`config.mk`:
```
export PLATFORM = sky130hd
export DESIGN_NAME = http_request_head_parser
export DESIGN_NICKNAME = d
export VERILOG_FILES = /design/src/hdl/hrp_pkg.sv /design/src/hdl/hrp_step.sv /design/src/hdl/http_request_head_parser.sv
export SDC_FILE = /design/constraint.sdc
export NUM_CORES = 1
export LEC_CHECK = 0
export ABC_AREA = 1
export BUFFER_PORTS_ARGS = -buffer_cell sky130_fd_sc_hd__buf_2
export CORE_AREA = 2 2 107 109
export DETAILED_ROUTE_END_ITERATION = 10
export DIE_AREA = 0 0 109 111
export GPL_ROUTABILITY_DRIVEN = 0
export PLACE_DENSITY = 0.73
export SLEW_MARGIN = 5
export SYNTH_ARGS = -nofsm -noshare
export SYNTH_HDL_FRONTEND = slang
export SYNTH_SLANG_ARGS = --single-unit
```
`constraint.sdc`:
```
create_clock -name clk -period 3.1 [get_ports clk]
set_input_delay 0.62 -clock clk [delete_from_list [all_inputs] [get_ports clk]]
set_output_delay 0.62 -clock clk [all_outputs]
set_load 0.05 [all_outputs]
```
`src/hdl/hrp_pkg.sv`:
```
// hrp_pkg: shared types, character codes and character-class functions
// for the http request head parser; no dependencies
package hrp_pkg;

  localparam int VERSION_WIDTH_DEF = 8;

  localparam int BYTE_W   = 8;
  localparam int STATUS_W = 2;
  localparam int CLASS_W  = 3;

  typedef enum logic [4:0] {
    S_METHOD_START, S_METHOD, S_URI, S_VER_H, S_VER_T1, S_VER_T2, S_VER_P,
    S_VER_SLASH, S_MAJ_START, S_MAJ, S_MIN_START, S_MIN, S_NL1,
    S_LINE_START, S_LWS, S_NAME, S_SP_VALUE, S_VALUE, S_NL2, S_NL3
  } parse_state_t;

  typedef enum logic [STATUS_W-1:0] {
    ST_MORE = 2'd0,
    ST_GOOD = 2'd1,
    ST_BAD  = 2'd2
  } status_t;

  typedef enum logic [CLASS_W-1:0] {
    C_DELIM   = 3'd0,
    C_METHOD  = 3'd1,
    C_URI     = 3'd2,
    C_NEWNAME = 3'd3,
    C_NAME    = 3'd4,
    C_VALUE   = 3'd5
  } byte_class_t;

  typedef enum logic {
    ACT_BYTE    = 1'b0,
    ACT_RESTART = 1'b1
  } action_t;

  typedef struct packed {
    parse_state_t parse_state;
    logic         header_seen;
  } ctx_t;

  localparam logic [7:0] CH_HT    = 8'h09;
  localparam logic [7:0] CH_LF    = 8'h0a;
  localparam logic [7:0] CH_CR    = 8'h0d;
  localparam logic [7:0] CH_SP    = 8'h20;
  localparam logic [7:0] CH_DOT   = 8'h2e;
  localparam logic [7:0] CH_SLASH = 8'h2f;
  localparam logic [7:0] CH_COLON = 8'h3a;
  localparam logic [7:0] CH_H     = 8'h48;
  localparam logic [7:0] CH_P     = 8'h50;
  localparam logic [7:0] CH_T     = 8'h54;
  localparam logic [7:0] CH_ZERO  = 8'h30;
  localparam logic [7:0] CH_NINE  = 8'h39;
  localparam logic [7:0] CH_CTL_MAX = 8'd31;
  localparam logic [7:0] CH_DEL     = 8'd127;

  function automatic logic is_ctl(input logic [7:0] c);
    return (c <= CH_CTL_MAX) || (c == CH_DEL);
  endfunction

  function automatic logic is_sep(input logic [7:0] c);
    logic r;
    case (c)
      8'h28, 8'h29, 8'h3c, 8'h3e, 8'h40, 8'h2c, 8'h3b, 8'h3a, 8'h5c, 8'h22,
      8'h2f, 8'h5b, 8'h5d, 8'h3f, 8'h3d, 8'h7b, 8'h7d, 8'h20, 8'h09: r = 1'b1;
      default: r = 1'b0;
    endcase
    return r;
  endfunction

  function automatic logic is_token(input logic [7:0] c);
    return (c <= CH_DEL) && !is_ctl(c) && !is_sep(c);
  endfunction

  function automatic logic is_digit(input logic [7:0] c);
    return (c >= CH_ZERO) && (c <= CH_NINE);
  endfunction

endpackage

```
`src/hdl/hrp_step.sv`:
```
// hrp_step: per-byte state transition, classification and version digit
// accumulation; combinational; depends on hrp_pkg
module hrp_step #(
  parameter int VERSION_WIDTH = hrp_pkg::VERSION_WIDTH_DEF
) (
  input  logic                       action,
  input  logic [7:0]                 data_byte,
  input  hrp_pkg::ctx_t              ctx,
  input  logic [VERSION_WIDTH-1:0]   major_acc,
  input  logic [VERSION_WIDTH-1:0]   minor_acc,
  output hrp_pkg::ctx_t              ctx_next,
  output logic [VERSION_WIDTH-1:0]   major_next,
  output logic [VERSION_WIDTH-1:0]   minor_next,
  output hrp_pkg::status_t           status,
  output hrp_pkg::byte_class_t       byte_class
);

  localparam int ACC_W = VERSION_WIDTH + 4;

  logic [ACC_W-1:0]         maj_wide;
  logic [ACC_W-1:0]         min_wide;
  logic [VERSION_WIDTH-1:0] maj_dig;
  logic [VERSION_WIDTH-1:0] min_dig;
  logic [ACC_W-1:0]         digit;
  logic [7:0]               c;
  logic                     ws;

  assign c     = data_byte;
  assign ws    = (c == hrp_pkg::CH_SP) || (c == hrp_pkg::CH_HT);
  assign digit = {{(ACC_W-4){1'b0}}, c[3:0]};

  // acc * 10 + digit, saturating
  assign maj_wide = ({4'b0, major_acc} << 3) + ({4'b0, major_acc} << 1) + digit;
  assign min_wide = ({4'b0, minor_acc} << 3) + ({4'b0, minor_acc} << 1) + digit;
  assign maj_dig  = (maj_wide[ACC_W-1:VERSION_WIDTH] != 4'b0) ?
                    {VERSION_WIDTH{1'b1}} : maj_wide[VERSION_WIDTH-1:0];
  assign min_dig  = (min_wide[ACC_W-1:VERSION_WIDTH] != 4'b0) ?
                    {VERSION_WIDTH{1'b1}} : min_wide[VERSION_WIDTH-1:0];

  always_comb begin
    hrp_pkg::parse_state_t    ns;
    logic                     hs;
    logic [VERSION_WIDTH-1:0] maj;
    logic [VERSION_WIDTH-1:0] mnr;
    hrp_pkg::status_t         st;
    hrp_pkg::byte_class_t     cls;

    ns  = ctx.parse_state;
    hs  = ctx.header_seen;
    maj = major_acc;
    mnr = minor_acc;
    st  = hrp_pkg::ST_MORE;
    cls = hrp_pkg::C_DELIM;

    case (ctx.parse_state)
      hrp_pkg::S_METHOD_START: begin
        if (hrp_pkg::is_token(c)) begin
          ns  = hrp_pkg::S_METHOD;
          cls = hrp_pkg::C_METHOD;
        end else st = hrp_pkg::ST_BAD;
      end
      hrp_pkg::S_METHOD: begin
        if (c == hrp_pkg::CH_SP) ns = hrp_pkg::S_URI;
        else if (hrp_pkg::is_token(c)) cls = hrp_pkg::C_METHOD;
        else st = hrp_pkg::ST_BAD;
      end
      hrp_pkg::S_URI: begin
        if (c == hrp_pkg::CH_SP) ns = hrp_pkg::S_VER_H;
        else if (hrp_pkg::is_ctl(c)) st = hrp_pkg::ST_BAD;
        else cls = hrp_pkg::C_URI;
      end
      hrp_pkg::S_VER_H: begin
        if (c == hrp_pkg::CH_H) ns = hrp_pkg::S_VER_T1;
        else st = hrp_pkg::ST_BAD;
      end
      hrp_pkg::S_VER_T1: begin
        if (c == hrp_pkg::CH_T) ns = hrp_pkg::S_VER_T2;
        else st = hrp_pkg::ST_BAD;
      end
      hrp_pkg::S_VER_T2: begin
        if (c == hrp_pkg::CH_T) ns = hrp_pkg::S_VER_P;
        else st = hrp_pkg::ST_BAD;
      end
      hrp_pkg::S_VER_P: begin
        if (c == hrp_pkg::CH_P) ns = hrp_pkg::S_VER_SLASH;
        else st = hrp_pkg::ST_BAD;
      end
      hrp_pkg::S_VER_SLASH: begin
        if (c == hrp_pkg::CH_SLASH) begin
          maj = '0;
          mnr = '0;
          ns  = hrp_pkg::S_MAJ_START;
        end else st = hrp_pkg::ST_BAD;
      end
      hrp_pkg::S_MAJ_START: begin
        if (hrp_pkg::is_digit(c)) begin
          maj = maj_dig;
          ns  = hrp_pkg::S_MAJ;
        end else st = hrp_pkg::ST_BAD;
      end
      hrp_pkg::S_MAJ: begin
        if (c == hrp_pkg::CH_DOT) ns = hrp_pkg::S_MIN_START;
        else if (hrp_pkg::is_digit(c)) maj = maj_dig;
        else st = hrp_pkg::ST_BAD;
      end
      hrp_pkg::S_MIN_START: begin
        if (hrp_pkg::is_digit(c)) begin
          mnr = min_dig;
          ns  = hrp_pkg::S_MIN;
        end else st = hrp_pkg::ST_BAD;
      end
      hrp_pkg::S_MIN: begin
        if (c == hrp_pkg::CH_CR) ns = hrp_pkg::S_NL1;
        else if (hrp_pkg::is_digit(c)) mnr = min_dig;
        else st = hrp_pkg::ST_BAD;
      end
      hrp_pkg::S_NL1: begin
        if (c == hrp_pkg::CH_LF) ns = hrp_pkg::S_LINE_START;
        else st = hrp_pkg::ST_BAD;
      end
      hrp_pkg::S_LINE_START: begin
        if (c == hrp_pkg::CH_CR) ns = hrp_pkg::S_NL3;
        else if (ctx.header_seen && ws) ns = hrp_pkg::S_LWS;
        else if (hrp_pkg::is_token(c)) begin
          hs  = 1'b1;
          ns  = hrp_pkg::S_NAME;
          cls = hrp_pkg::C_NEWNAME;
        end else st = hrp_pkg::ST_BAD;
      end
      hrp_pkg::S_LWS: begin
        if (c == hrp_pkg::CH_CR) ns = hrp_pkg::S_NL2;
        else if (ws) ns = hrp_pkg::S_LWS;
        else if (hrp_pkg::is_ctl(c)) st = hrp_pkg::ST_BAD;
        else begin
          ns  = hrp_pkg::S_VALUE;
          cls = hrp_pkg::C_VALUE;
        end
      end
      hrp_pkg::S_NAME: begin
        if (c == hrp_pkg::CH_COLON) ns = hrp_pkg::S_SP_VALUE;
        else if (hrp_pkg::is_token(c)) cls = hrp_pkg::C_NAME;
        else st = hrp_pkg::ST_BAD;
      end
      hrp_pkg::S_SP_VALUE: begin
        if (c == hrp_pkg::CH_SP) ns = hrp_pkg::S_VALUE;
        else st = hrp_pkg::ST_BAD;
      end
      hrp_pkg::S_VALUE: begin
        if (c == hrp_pkg::CH_CR) ns = hrp_pkg::S_NL2;
        else if (hrp_pkg::is_ctl(c)) st = hrp_pkg::ST_BAD;
        else cls = hrp_pkg::C_VALUE;
      end
      hrp_pkg::S_NL2: begin
        if (c == hrp_pkg::CH_LF) ns = hrp_pkg::S_LINE_START;
        else st = hrp_pkg::ST_BAD;
      end
      hrp_pkg::S_NL3: begin
        st = (c == hrp_pkg::CH_LF) ? hrp_pkg::ST_GOOD : hrp_pkg::ST_BAD;
      end
      default: st = hrp_pkg::ST_BAD;
    endcase

    // bad byte leaves all state untouched
    if (st == hrp_pkg::ST_BAD) begin
      cls = hrp_pkg::C_DELIM;
      ns  = ctx.parse_state;
      hs  = ctx.header_seen;
      maj = major_acc;
      mnr = minor_acc;
    end

    if (action == hrp_pkg::ACT_RESTART) begin
      ns  = hrp_pkg::S_METHOD_START;
      hs  = 1'b0;
      maj = '0;
      mnr = '0;
      st  = hrp_pkg::ST_MORE;
      cls = hrp_pkg::C_DELIM;
    end

    ctx_next.parse_state = ns;
    ctx_next.header_seen = hs;
    major_next           = maj;
    minor_next           = mnr;
    status               = st;
    byte_class           = cls;
  end

endmodule

```
`src/hdl/http_request_head_parser.sv`:
```
// http_request_head_parser: top level with input register, parser state and
// result register; depends on hrp_pkg and hrp_step
//
// Takes one request byte (or a restart) per cycle while the output side keeps
// up, and returns one result per byte: status, role of the byte, the byte
// itself and the version numbers accumulated so far. A transfer is registered
// on entry, runs through the combinational parser logic against the held
// parser state and lands in the result register once that register can take
// it. The input register and the output register each hold one item; when the
// output side stalls with the input register holding an item, the input side
// stalls in the same cycle, so at most two items wait inside the block.
module http_request_head_parser #(
  parameter int VERSION_WIDTH = hrp_pkg::VERSION_WIDTH_DEF
) (
  input  logic        clk,
  input  logic        rst,
  input  logic        in_valid,
  output logic        in_stall,
  input  logic        action,
  input  logic [7:0]  data_byte,
  output logic        out_valid,
  input  logic        out_stall,
  output logic [1:0]  status,
  output logic [2:0]  byte_class,
  output logic [7:0]  byte_echo,
  output logic [7:0]  version_major,
  output logic [7:0]  version_minor
);

  logic                     in_full;
  logic                     action_q;
  logic [7:0]               byte_q;
  logic                     res_ready;
  logic                     advance;

  hrp_pkg::ctx_t            ctx;
  hrp_pkg::ctx_t            ctx_next;
  logic [VERSION_WIDTH-1:0] major_acc;
  logic [VERSION_WIDTH-1:0] minor_acc;
  logic [VERSION_WIDTH-1:0] major_next;
  logic [VERSION_WIDTH-1:0] minor_next;
  hrp_pkg::status_t         step_status;
  hrp_pkg::byte_class_t     step_class;
  logic [VERSION_WIDTH+7:0] major_ext;
  logic [VERSION_WIDTH+7:0] minor_ext;

  assign res_ready = !out_valid || !out_stall;
  assign advance   = in_full && res_ready;
  assign in_stall  = in_full && !res_ready;

  hrp_step #(
    .VERSION_WIDTH (VERSION_WIDTH)
  ) u_step (
    .action     (action_q),
    .data_byte  (byte_q),
    .ctx        (ctx),
    .major_acc  (major_acc),
    .minor_acc  (minor_acc),
    .ctx_next   (ctx_next),
    .major_next (major_next),
    .minor_next (minor_next),
    .status     (step_status),
    .byte_class (step_class)
  );

  assign major_ext = {8'b0, major_next};
  assign minor_ext = {8'b0, minor_next};

  // input register
  always_ff @(posedge clk) begin
    if (rst) begin
      in_full <= 1'b0;
    end else if (!in_stall) begin
      in_full <= in_valid;
    end
    if (in_valid && !in_stall) begin
      action_q <= action;
      byte_q   <= data_byte;
    end
  end

  // parser state
  always_ff @(posedge clk) begin
    if (rst) begin
      ctx.parse_state <= hrp_pkg::S_METHOD_START;
      ctx.header_seen <= 1'b0;
      major_acc       <= '0;
      minor_acc       <= '0;
    end else if (advance) begin
      ctx       <= ctx_next;
      major_acc <= major_next;
      minor_acc <= minor_next;
    end
  end

  // result register
  always_ff @(posedge clk) begin
    if (rst) begin
      out_valid <= 1'b0;
    end else if (res_ready) begin
      out_valid <= in_full;
    end
    if (advance) begin
      status        <= step_status;
      byte_class    <= step_class;
      byte_echo     <= (action_q == hrp_pkg::ACT_RESTART) ? 8'b0 : byte_q;
      version_major <= major_ext[7:0];
      version_minor <= minor_ext[7:0];
    end
  end

endmodule
```
==> metrics.txt, run 1 <==
Yosys top cell area share=a little under a quarter; Seq pwr share=between 30 and 40%; cell taking the most area after synthesis=edfxtp_1; DIE AREA=0.01210 sq mm; Fillers=between 1,000 and 1,500; Setup crit start kind=flop; status=completed; Post-Syn Area=a little under 0.005 sq mm; met1 usage=roughly 28%; worst endpoint required time=roughly 3.2 ns; share of layout cells above drive strength 1=between 10% and 20%; CTS root buffer=clkbuf_16; # hold bufs at CTS=0; Hold Crit Class=primary input to flop; IO Port Bufs=43; final-stage net count=approximately 810; Max Fclk=between 300 and 400 MHz; maximum vdd drop=between 0.2 and 0.3 mV; Tcrit/Tclk final=93.95%; row cnt=39; Power Density=478.3 mW/mm^2; initial detailed-routing violation count=between 300 and 400; area of the core=approximately 0.011 sq mm; top_reg_cell synth=edfxtp_1; GRT Total Usage=between 20% and 30%; largest net degree at the start of global routing=24; initial antenna violation count=0; first-pass GRT wire length=between 20,000 and 25,000 um; Power Total=between 2 and 3 mW; CTS tree=yes; setup slack, reg-to-reg=~0.19 ns; Critical Path End Type=flop; die width=109 um; Post-synth top cells=181 x nand2_1, 95 x nor2_1, 91 x inv_1, 79 x nand3_1, 38 x edfxtp_1; Sw Pwr=935.2 uW; met2 Track Usage GR=36.15%; arrival time worst endpoint=3.01 ns; WL per Instance=~14 um; Area contributors post-synth=edfxtp_1 24%, nand2_1 14%, dfxtp_1 10%; met3 usage=around 4.2%; Mean Syn Cell Area=6.808 sq um; Pleak=2.877 nW; critical path class=flop to flop; slew of the pin with the lowest slew margin=0.8540 ns; most used cell, CP=nand2_1; Ant. Diodes=0; H-tree Lvls=3; async set-reset flop share out of synthesis=0%; CP Buf/Inv Count=4; via count=roughly 4,700; Worst slew margin=43.00%; Setup TNS Final=0 ns; Net Count, Synth=about 750; clock skew=0.005520 ns; Internal=1.711 mW; Final Hold Viols=0; number of max-cap violations=0; overall die height=111 um; unrepaired setup endpoints after global routing=yes; final wirelength=about 13,000 um; critical path's slowest cell=fa_1; switching fraction of total power=35.34%; Final setup viols=0; I/O pin cnt=44; clock network power share=approximately a third; Syn Inst Count=about 710; Detailed Place HPWL=9323 um; drt via density=5.226; Yosys Warn Count=0; DRC violations left=0; busiest grt layer=met2; clk sinks=62; number of global-route vias before repair=4,559; Crit Path Max Fanout=6; fin crit period=roughly 2.9 ns; Routed Antenna Nets=0; delay-heaviest family, CP=adder cells; max-slew violations=0; cts bufs inserted=9; first drt pass iteration count=6; CTS max path bufs=2; Starting Density=43.45%; clock slew at reported path FFs=0.05 ns; Seq/Total Area, Yosys=33.69%; crit-path cells=inv_2 -> fa_1 -> inv_1 -> fa_2 -> nand3_1 -> nand3_2 -> nand2_2 -> nand3_1 -> nand2_1 -> nand2_1 -> nor3_2 -> buf_4 -> nand3_1 -> o211ai_1 -> nand2_1 -> nand2_1 -> inv_1; Post-synth EDFFs=38; top-count cell post-synth=nand2_1; FF+latch count, synth=between 60 and 70; Clock Latency Late Sink=roughly 0.34 ns; Cell variety after synth=43; GR Overflow Total=0; Gate power share=between 20 and 30%; max incr delay on CP=~0.53 ns; P&R area growth vs syn=14.92%
-- registers in the layout, indices dropped and copies added, names as in the netlist --
| signal | flops |
|---|---|
| in_full | 1 |
| out_valid | 1 |
| byte_echo | 8 |
| byte_class | 3 |
| minor_acc | 8 |
| byte_q | 8 |
| major_acc | 8 |
| version_major | 8 |
| action_q | 1 |
| ctx | 6 |
| version_minor | 8 |
| status | 2 |
-- worst register-to-register path: cells and delay by family, from the launching register on --
kind                       cells  cell delay [ns]
AOI/OAI and AO/OA              1             0.10
DFF                            1             0.36
and+or+nand+nor               10             0.88
buffers and inverters          4             0.38
adders and majority gates      2             0.93
-- cell usage in the layout, fill, tap and decap left out, drive strengths merged, types with 2 or more instances in the layout --
cell,netlist,final
nor4,2,2
xor2,3,3
xnor2,2,2
nand3b,2,2
nor2,104,104
buf,5,55
o211ai,6,6
clkinv,0,4
nand3,82,82
nor3,10,10
fa,4,4
nand2,190,190
nand4,5,5
inv,107,107
a21oi,36,36
dfxtp,24,24
o22ai,2,2
o221ai,3,3
o21ai,33,33
edfxtp,38,38
ha,30,30
clkbuf,9,11
-- final cells by class --
cell class | count | area (sq um) | share of cell area (%)
multi-input combinational | 524 | 2763 | 49.94
sequential | 62 | 1624 | 29.36
inverter | 107 | 401.6 | 7.261
timing repair buffer | 55 | 305.3 | 5.519
clock buffer | 11 | 232.7 | 4.207
tap | 143 | 178.9 | 3.235
clock inverter | 5 | 26.28 | 0.4750
-- stage by stage --
stage / cell area [sq um] / cells / worst slack, ns / utilization, % / hold WS (ns)
finish: 5532 / 907 / 0.1874 / 49.94 / 0.4555
floorplan: 4813 / 707 / 0.1175 / - / 0.4282
global placement: 5220 / 888 / 0.2018 / 47.13 / 0.4475
CTS: 5479 / 904 / 0.1399 / 49.46 / 0.4504
global route: 5532 / 907 / -0.05569 / 49.94 / 0.4471
detailed placement: 5220 / 888 / 0.1480 / 47.13 / 0.4702
-- metal layers --
| layer | routed length, um | part of all wire (%) |
|---|---|---|
| met5 | 0 | 0 |
| met4 | 467 | 3.7 |
| met3 | 678 | 5.3 |
| met2 | 6045 | 48 |
| met1 | 5517 | 43 |
-- path summary, 6_finish.rpt --
check        cells past startpoint                          to           startpoint
max reg2reg                     17  version_major[4]$_DFFE_PP_  byte_q[3]$_DFFE_PP_
min reg2reg                      2         ctx[0]$_SDFFE_PP0P_  ctx[0]$_SDFFE_PP0P_
max                             17  version_major[4]$_DFFE_PP_  byte_q[3]$_DFFE_PP_
min                              1          action_q$_DFFE_PP_               action
-- power by group through the flow --
stage	combinational (mW)	sequential (mW)	clock [mW]
floorplan	0.495	1.06	0
global placement	0.720	1.01	0
detailed placement	0.726	1.01	0
CTS	0.731	0.992	0.914
global route	0.836	0.999	0.949
finish	0.747	0.992	0.906
-- timing repair --
item                       4_1_cts  5_1_grt
resized for setup                0       11
setup endpoints to repair        0       25
setup buffers                    0        3
-- logic make-up (layout without fill, tap and decap cells) --
| group | count (synthesis) | count (layout) | synth area share [%] |
|---|---|---|---|
| flip-flops | 62 | 62 | 33.69 |
| buffers and inverters | 121 | 178 | 9.592 |
| AO/OA/AOI/OAI | 87 | 87 | 10.32 |
| XOR/XNOR | 5 | 5 | 0.9100 |
| adder cells (fa/ha/maj) | 34 | 34 | 9.462 |
| AND/OR/NAND/NOR | 398 | 398 | 36.03 |
(Power assumes the default switching activity.)
==> run 2: changes to the inputs <==
--- a/config.mk
+++ b/config.mk
@@ -11,7 +11,7 @@
 export DETAILED_ROUTE_END_ITERATION = 10
 export DIE_AREA = 0 0 109 111
 export GPL_ROUTABILITY_DRIVEN = 0
-export PLACE_DENSITY = 0.73
+export PLACE_DENSITY_LB_ADDON = 0.08
 export SLEW_MARGIN = 5
 export SYNTH_ARGS = -nofsm -noshare
 export SYNTH_HDL_FRONTEND = slang
==> run 2 against run 1 <==
Register-to-register slack better by 0.05 ns. Design area up 0.14%. Critical path depth down 2. Hold slack better by 0.00080 ns. Fmax up 1.8%. Critical path type unchanged. Non-clock buffer count down 4. Die area unchanged. Setup slack better by 0.050 ns. Core utilization up 0.068 points.
==> metrics.txt, run 2 (synthesis results as in run 1) <==
status=completed; Internal=between 1.5 and 2 mW; overall die height=111 um; setup slack, reg-to-reg=0.24 ns; Critical Path End Type=flop; WL per Instance=between 10 and 15 um; max-slew violations=0; Ant. Diodes=0; Starting Density=between 40 and 50%; DIE AREA=0.01210 sq mm; CTS tree=yes; commonest cells after routing, fill and taps aside=181 x nand2_1, 95 x nor2_1, 89 x inv_1; clock skew=0.008660 ns; Clock Latency Late Sink=~0.34 ns; arrival time worst endpoint=approximately 3 ns; # hold bufs at CTS=0; via count=approximately 4,700; drt via density=5.208; Setup TNS Final=0 ns; Power Total=2.752 mW; Sw Pwr=~960 uW; DRC violations left=0; Worst slew margin=between 40% and 50%; GRT Total Usage=a little under a quarter; I/O pin cnt=44; fin cells=between 900 and 1,000; Power Density=between 400 and 500 mW/mm^2; Hold Crit Class=flop to flop; final-stage net count=between 800 and 900; Gate power share=a little over a quarter; die width=about 110 um; initial antenna violation count=0; row cnt=39; largest net degree at the start of global routing=65; P&R area growth vs syn=15.08%; clock slew at reported path FFs=0.06 ns; unrepaired setup endpoints after global routing=no; clk sinks=62; CTS root buffer=clkbuf_16; fin crit period=between 2 and 3 ns; worst endpoint required time=approximately 3.2 ns; Max Fclk=349.4 MHz; first-pass GRT wire length=about 22,000 um; area of the core=0.01108 sq mm; number of global-route vias before repair=between 4,000 and 5,000; Detailed Place HPWL=about 9600 um; fin area=between 0.005 and 0.006 sq mm; placed insts=a little under 900; DP Area=approximately 0.0052 sq mm; Tcrit/Tclk final=92.33%; IO Port Bufs=43; initial detailed-routing violation count=about 300; slew of the pin with the lowest slew margin=between 0.8 and 0.9 ns; share of layout cells above drive strength 1=15.13%; Final setup viols=0; maximum vdd drop=about 0.23 mV; Seq pwr share=36.1%; cts bufs inserted=9; first drt pass iteration count=5; CTS max path bufs=2; worst hold slack=about 0.46 ns; switching fraction of total power=between 30% and 40%; final wirelength=between 10,000 and 15,000 um; critical path class=flop to flop; Crit Path Max Fanout=8; clock network power share=between 30% and 40%; Pleak=about 2.9 nW; commonest non-fill, non-tap cell in the layout=nand2_1; Routed Antenna Nets=0; number of max-cap violations=0; Setup crit start kind=flop; Final Hold Viols=0; GR Overflow Total=0; H-tree Lvls=3
## run 2: cell types whose count changed in the layout (fill, tap and decap cells not counted), moves of 2 or more
cell,delta
buf_4,-5
clkinv_2,-2
nand2_1,+2
nand2_2,-2
## run 2: stage by stage
stage,util [%],setup WS [ns]
finish,50.01,0.2377
global route,50.01,0.009978
CTS,49.80,0.1532
detailed placement,47.17,0.1581
global placement,47.17,0.1820
floorplan,-,0.1175
## run 2: worst paths after layout
| kind | from | endpoint | cells after the start |
|---|---|---|---|
| max | byte_q[3]$_DFFE_PP_ | version_minor[5]$_DFFE_PP_ | 15 |
| min | ctx[0]$_SDFFE_PP0P_ | ctx[0]$_SDFFE_PP0P_ | 2 |
| max reg2reg | byte_q[3]$_DFFE_PP_ | version_minor[5]$_DFFE_PP_ | 15 |
| min reg2reg | ctx[0]$_SDFFE_PP0P_ | ctx[0]$_SDFFE_PP0P_ | 2 |
## run 2: layer usage
metal	share of wire [%]	routed length, um	GRT usage (%)	up-vias
met3	3.5	461	4.292	24
met1	47	6159	30.36	2162
met2	47	6109	36.60	110
met4	2.7	352	8.803	0
met5	0	0	0	-
li1	-	-	-	2407
## run 2: cell type report
class                           instances  area, sq um
Multi-Input combinational cell        524         2755
Clock buffer                           10        229.0
Tap cell                              143        178.9
Inverter                              107        401.6
Sequential cell                        62         1624
Fill cell                            1138         5538
Clock inverter                          6        62.56
Timing Repair Buffer                   51        287.8
## run 2: timing repair
item | CTS | global route
setup buffers | 0 | 0
setup endpoints to repair | 0 | 25
resized for setup | 0 | 10
## run 2: critical path, cell delays in order, from the launching register on
cell and delay (ns):
edfxtp_1 0.41, inv_2 0.13, fa_2 0.48, fa_1 0.46, nor2_1 0.12, o21ai_1 0.09, nor2_1 0.10, nand2_1 0.06
a21o_1 0.15, nor2_1 0.09, buf_4 0.16, nand3_1 0.08, nand3_1 0.09, nand3_1 0.07, nand3_1 0.10, inv_1 0.05
## run 2: power groups by stage
stage / combinational [mW] / clock [mW] / sequential, mW
2_1_floorplan: 0.495 / 0 / 1.06
3_3_place_gp: 0.736 / 0 / 1.01
3_5_place_dp: 0.736 / 0 / 1.01
4_1_cts: 0.739 / 1.03 / 0.991
5_1_grt: 0.837 / 1.07 / 1.00
6_report: 0.746 / 1.01 / 0.993
==> run 3: changes to the inputs <==
--- a/config.mk
+++ b/config.mk
@@ -7,9 +7,9 @@
 export LEC_CHECK = 0
 export ABC_AREA = 1
 export BUFFER_PORTS_ARGS = -buffer_cell sky130_fd_sc_hd__buf_2
-export CORE_AREA = 2 2 107 109
+export CORE_AREA = 2 2 97 99
 export DETAILED_ROUTE_END_ITERATION = 10
-export DIE_AREA = 0 0 109 111
+export DIE_AREA = 0 0 99 101
 export GPL_ROUTABILITY_DRIVEN = 0
 export PLACE_DENSITY_LB_ADDON = 0.08
 export SLEW_MARGIN = 5
==> run 3 against run 2 <==
Non-clock buffer count stayed put. Routed wire length is 3.9% lower. Cell count is 3.5% lower. Global-route usage is 2.7 points higher. Hold slack worse by 0.0040 ns. Clock skew is 0.0063 ns higher. Via count is 1.5% higher. Sequential power hardly changed. Clock-buffer cell count stayed put.
==> metrics.txt, run 3 (synthesis results as in run 1) <==
initial antenna violation count=0; setup slack, reg-to-reg=0.21 ns; Pleak=~2.8 nW; DRC violations left=0; crit-path cells=inv_2 -> fa_1 -> inv_1 -> fa_2 -> nand3_1 -> nand3_2 -> nand2_1 -> nand2_1 -> nand2_1 -> nand2_1 -> nor3_2 -> buf_4 -> nand3_1 -> o211ai_1 -> nand2_1 -> nand2_1 -> inv_1; Worst slew margin=43.10%; CTS max path bufs=2; CTS tree=yes; clk sinks=62; maximum vdd drop=around 0.21 mV; die width=99 um; H-tree Lvls=3; Post-Route Utilization=between 60% and 70%; CTS root buffer=clkbuf_8; Max Fclk=between 300 and 400 MHz; commonest non-fill, non-tap cell in the layout=nand2_1; Critical Path End Type=flop; Routed Antenna Nets=0; GR Overflow Total=0; delay-heaviest family, CP=adder cells; arrival time worst endpoint=a little under 3 ns; area of the core=around 0.0090 sq mm; Power Density=roughly 470 mW/mm^2; clock skew=0.01494 ns; Final Hold Viols=0; WL per Instance=between 10 and 15 um; Setup crit start kind=flop; Final setup viols=0; I/O pin cnt=44; Hold Crit Class=primary input to flop; row cnt=35; initial detailed-routing violation count=roughly 340; Place WS=approximately 0.13 ns; slew of the pin with the lowest slew margin=between 0.8 and 0.9 ns; DIE AREA=approximately 0.01 sq mm; Gate power share=around 30%; CP Buf/Inv Count=4; worst endpoint required time=roughly 3.2 ns; final wirelength=12,570 um; Tcrit/Tclk final=about 93%; switching fraction of total power=between 30% and 40%; Seq pwr share=between 30% and 40%; first drt pass iteration count=7; Fillers=approximately 850; max incr delay on CP=about 0.53 ns; first-pass GRT wire length=about 20,000 um; Clock Latency Late Sink=around 0.34 ns; overall die height=between 100 and 150 um; Crit Path Max Fanout=6; unrepaired setup endpoints after global routing=yes; share of layout cells above drive strength 1=around 15%; number of max-cap violations=0; Detailed Place HPWL=approximately 9000 um; Sw Pwr=916.3 uW; final-stage net count=802; worst hold slack=0.4523 ns; clock network power share=31.3%; max-slew violations=0; IO Port Bufs=43; number of global-route vias before repair=around 4,300; fin crit period=between 2 and 3 ns; largest net degree at the start of global routing=roughly 60; Ant. Diodes=0; Internal=around 1.6 mW; via count=4,773; status=completed; P&R area growth vs syn=12.58%; Starting Density=a little over half; critical path class=flop to flop; cts bufs inserted=9; commonest cells after routing, fill and taps aside=181 x nand2_1, 95 x nor2_1, 89 x inv_1; most used cell, CP=nand2_1; GRT Total Usage=25.62%; drt via density=about 5.5; critical path's slowest cell=fa_1; clock slew at reported path FFs=about 0.080 ns; Final WS setup=0.2103 ns
## run 3: path summary, 6_finish.rpt
path                                          start                          to  depth (start not counted)
worst max-delay path            byte_q[3]$_DFFE_PP_  version_major[0]$_DFFE_PP_                         17
worst min-delay path                         action          action_q$_DFFE_PP_                          1
worst max register to register  byte_q[3]$_DFFE_PP_  version_major[0]$_DFFE_PP_                         17
worst min register to register  ctx[0]$_SDFFE_PP0P_         ctx[0]$_SDFFE_PP0P_                          2
## run 3: power groups by stage
stage	combinational, mW	sequential (mW)	clock (mW)
floorplan	0.495	1.06	0
CTS	0.735	0.988	0.804
global placement	0.719	1.01	0
detailed placement	0.730	1.01	0
global route	0.834	0.997	0.838
finish	0.756	0.990	0.795
## run 3: stage by stage
step / instance area (sq um) / cells / power [mW] / setup TNS (ns)
after global routing: 5419 / 871 / 2.669 / -0.06768
after global placement: 5170 / 853 / 1.725 / 0
final: 5419 / 871 / 2.540 / 0
after detailed placement: 5170 / 853 / 1.737 / 0
after CTS: 5384 / 869 / 2.527 / 0
after floorplan: 4813 / 707 / 1.557 / 0
## run 3: per-layer routing
metal / vias to the layer above / part of all wire, % / GRT usage (%)
met1: 2155 / 45 / 33.86
met3: 32 / 5.6 / 3.606
li1: 2402 / - / -
met5: - / 0 / 0
met4: 0 / 2.1 / 9.273
met2: 184 / 47 / 42.98
## run 3: area by class of cell
class / count / area (sq um) / share of cell area (%)
Timing Repair Buffer: 51 / 287.8 / 5.311
Tap cell: 111 / 138.9 / 2.563
Multi-Input combinational cell: 524 / 2753 / 50.80
Sequential cell: 62 / 1624 / 29.97
Clock buffer: 10 / 127.6 / 2.355
Clock inverter: 6 / 86.33 / 1.593
Inverter: 107 / 401.6 / 7.412
## run 3: what timing repair did
item,CTS,global route
setup buffers,0,2
setup endpoints to repair,0,27
gates resized for setup,0,10
hold buffers,0,0
hold endpoints to repair,0,0
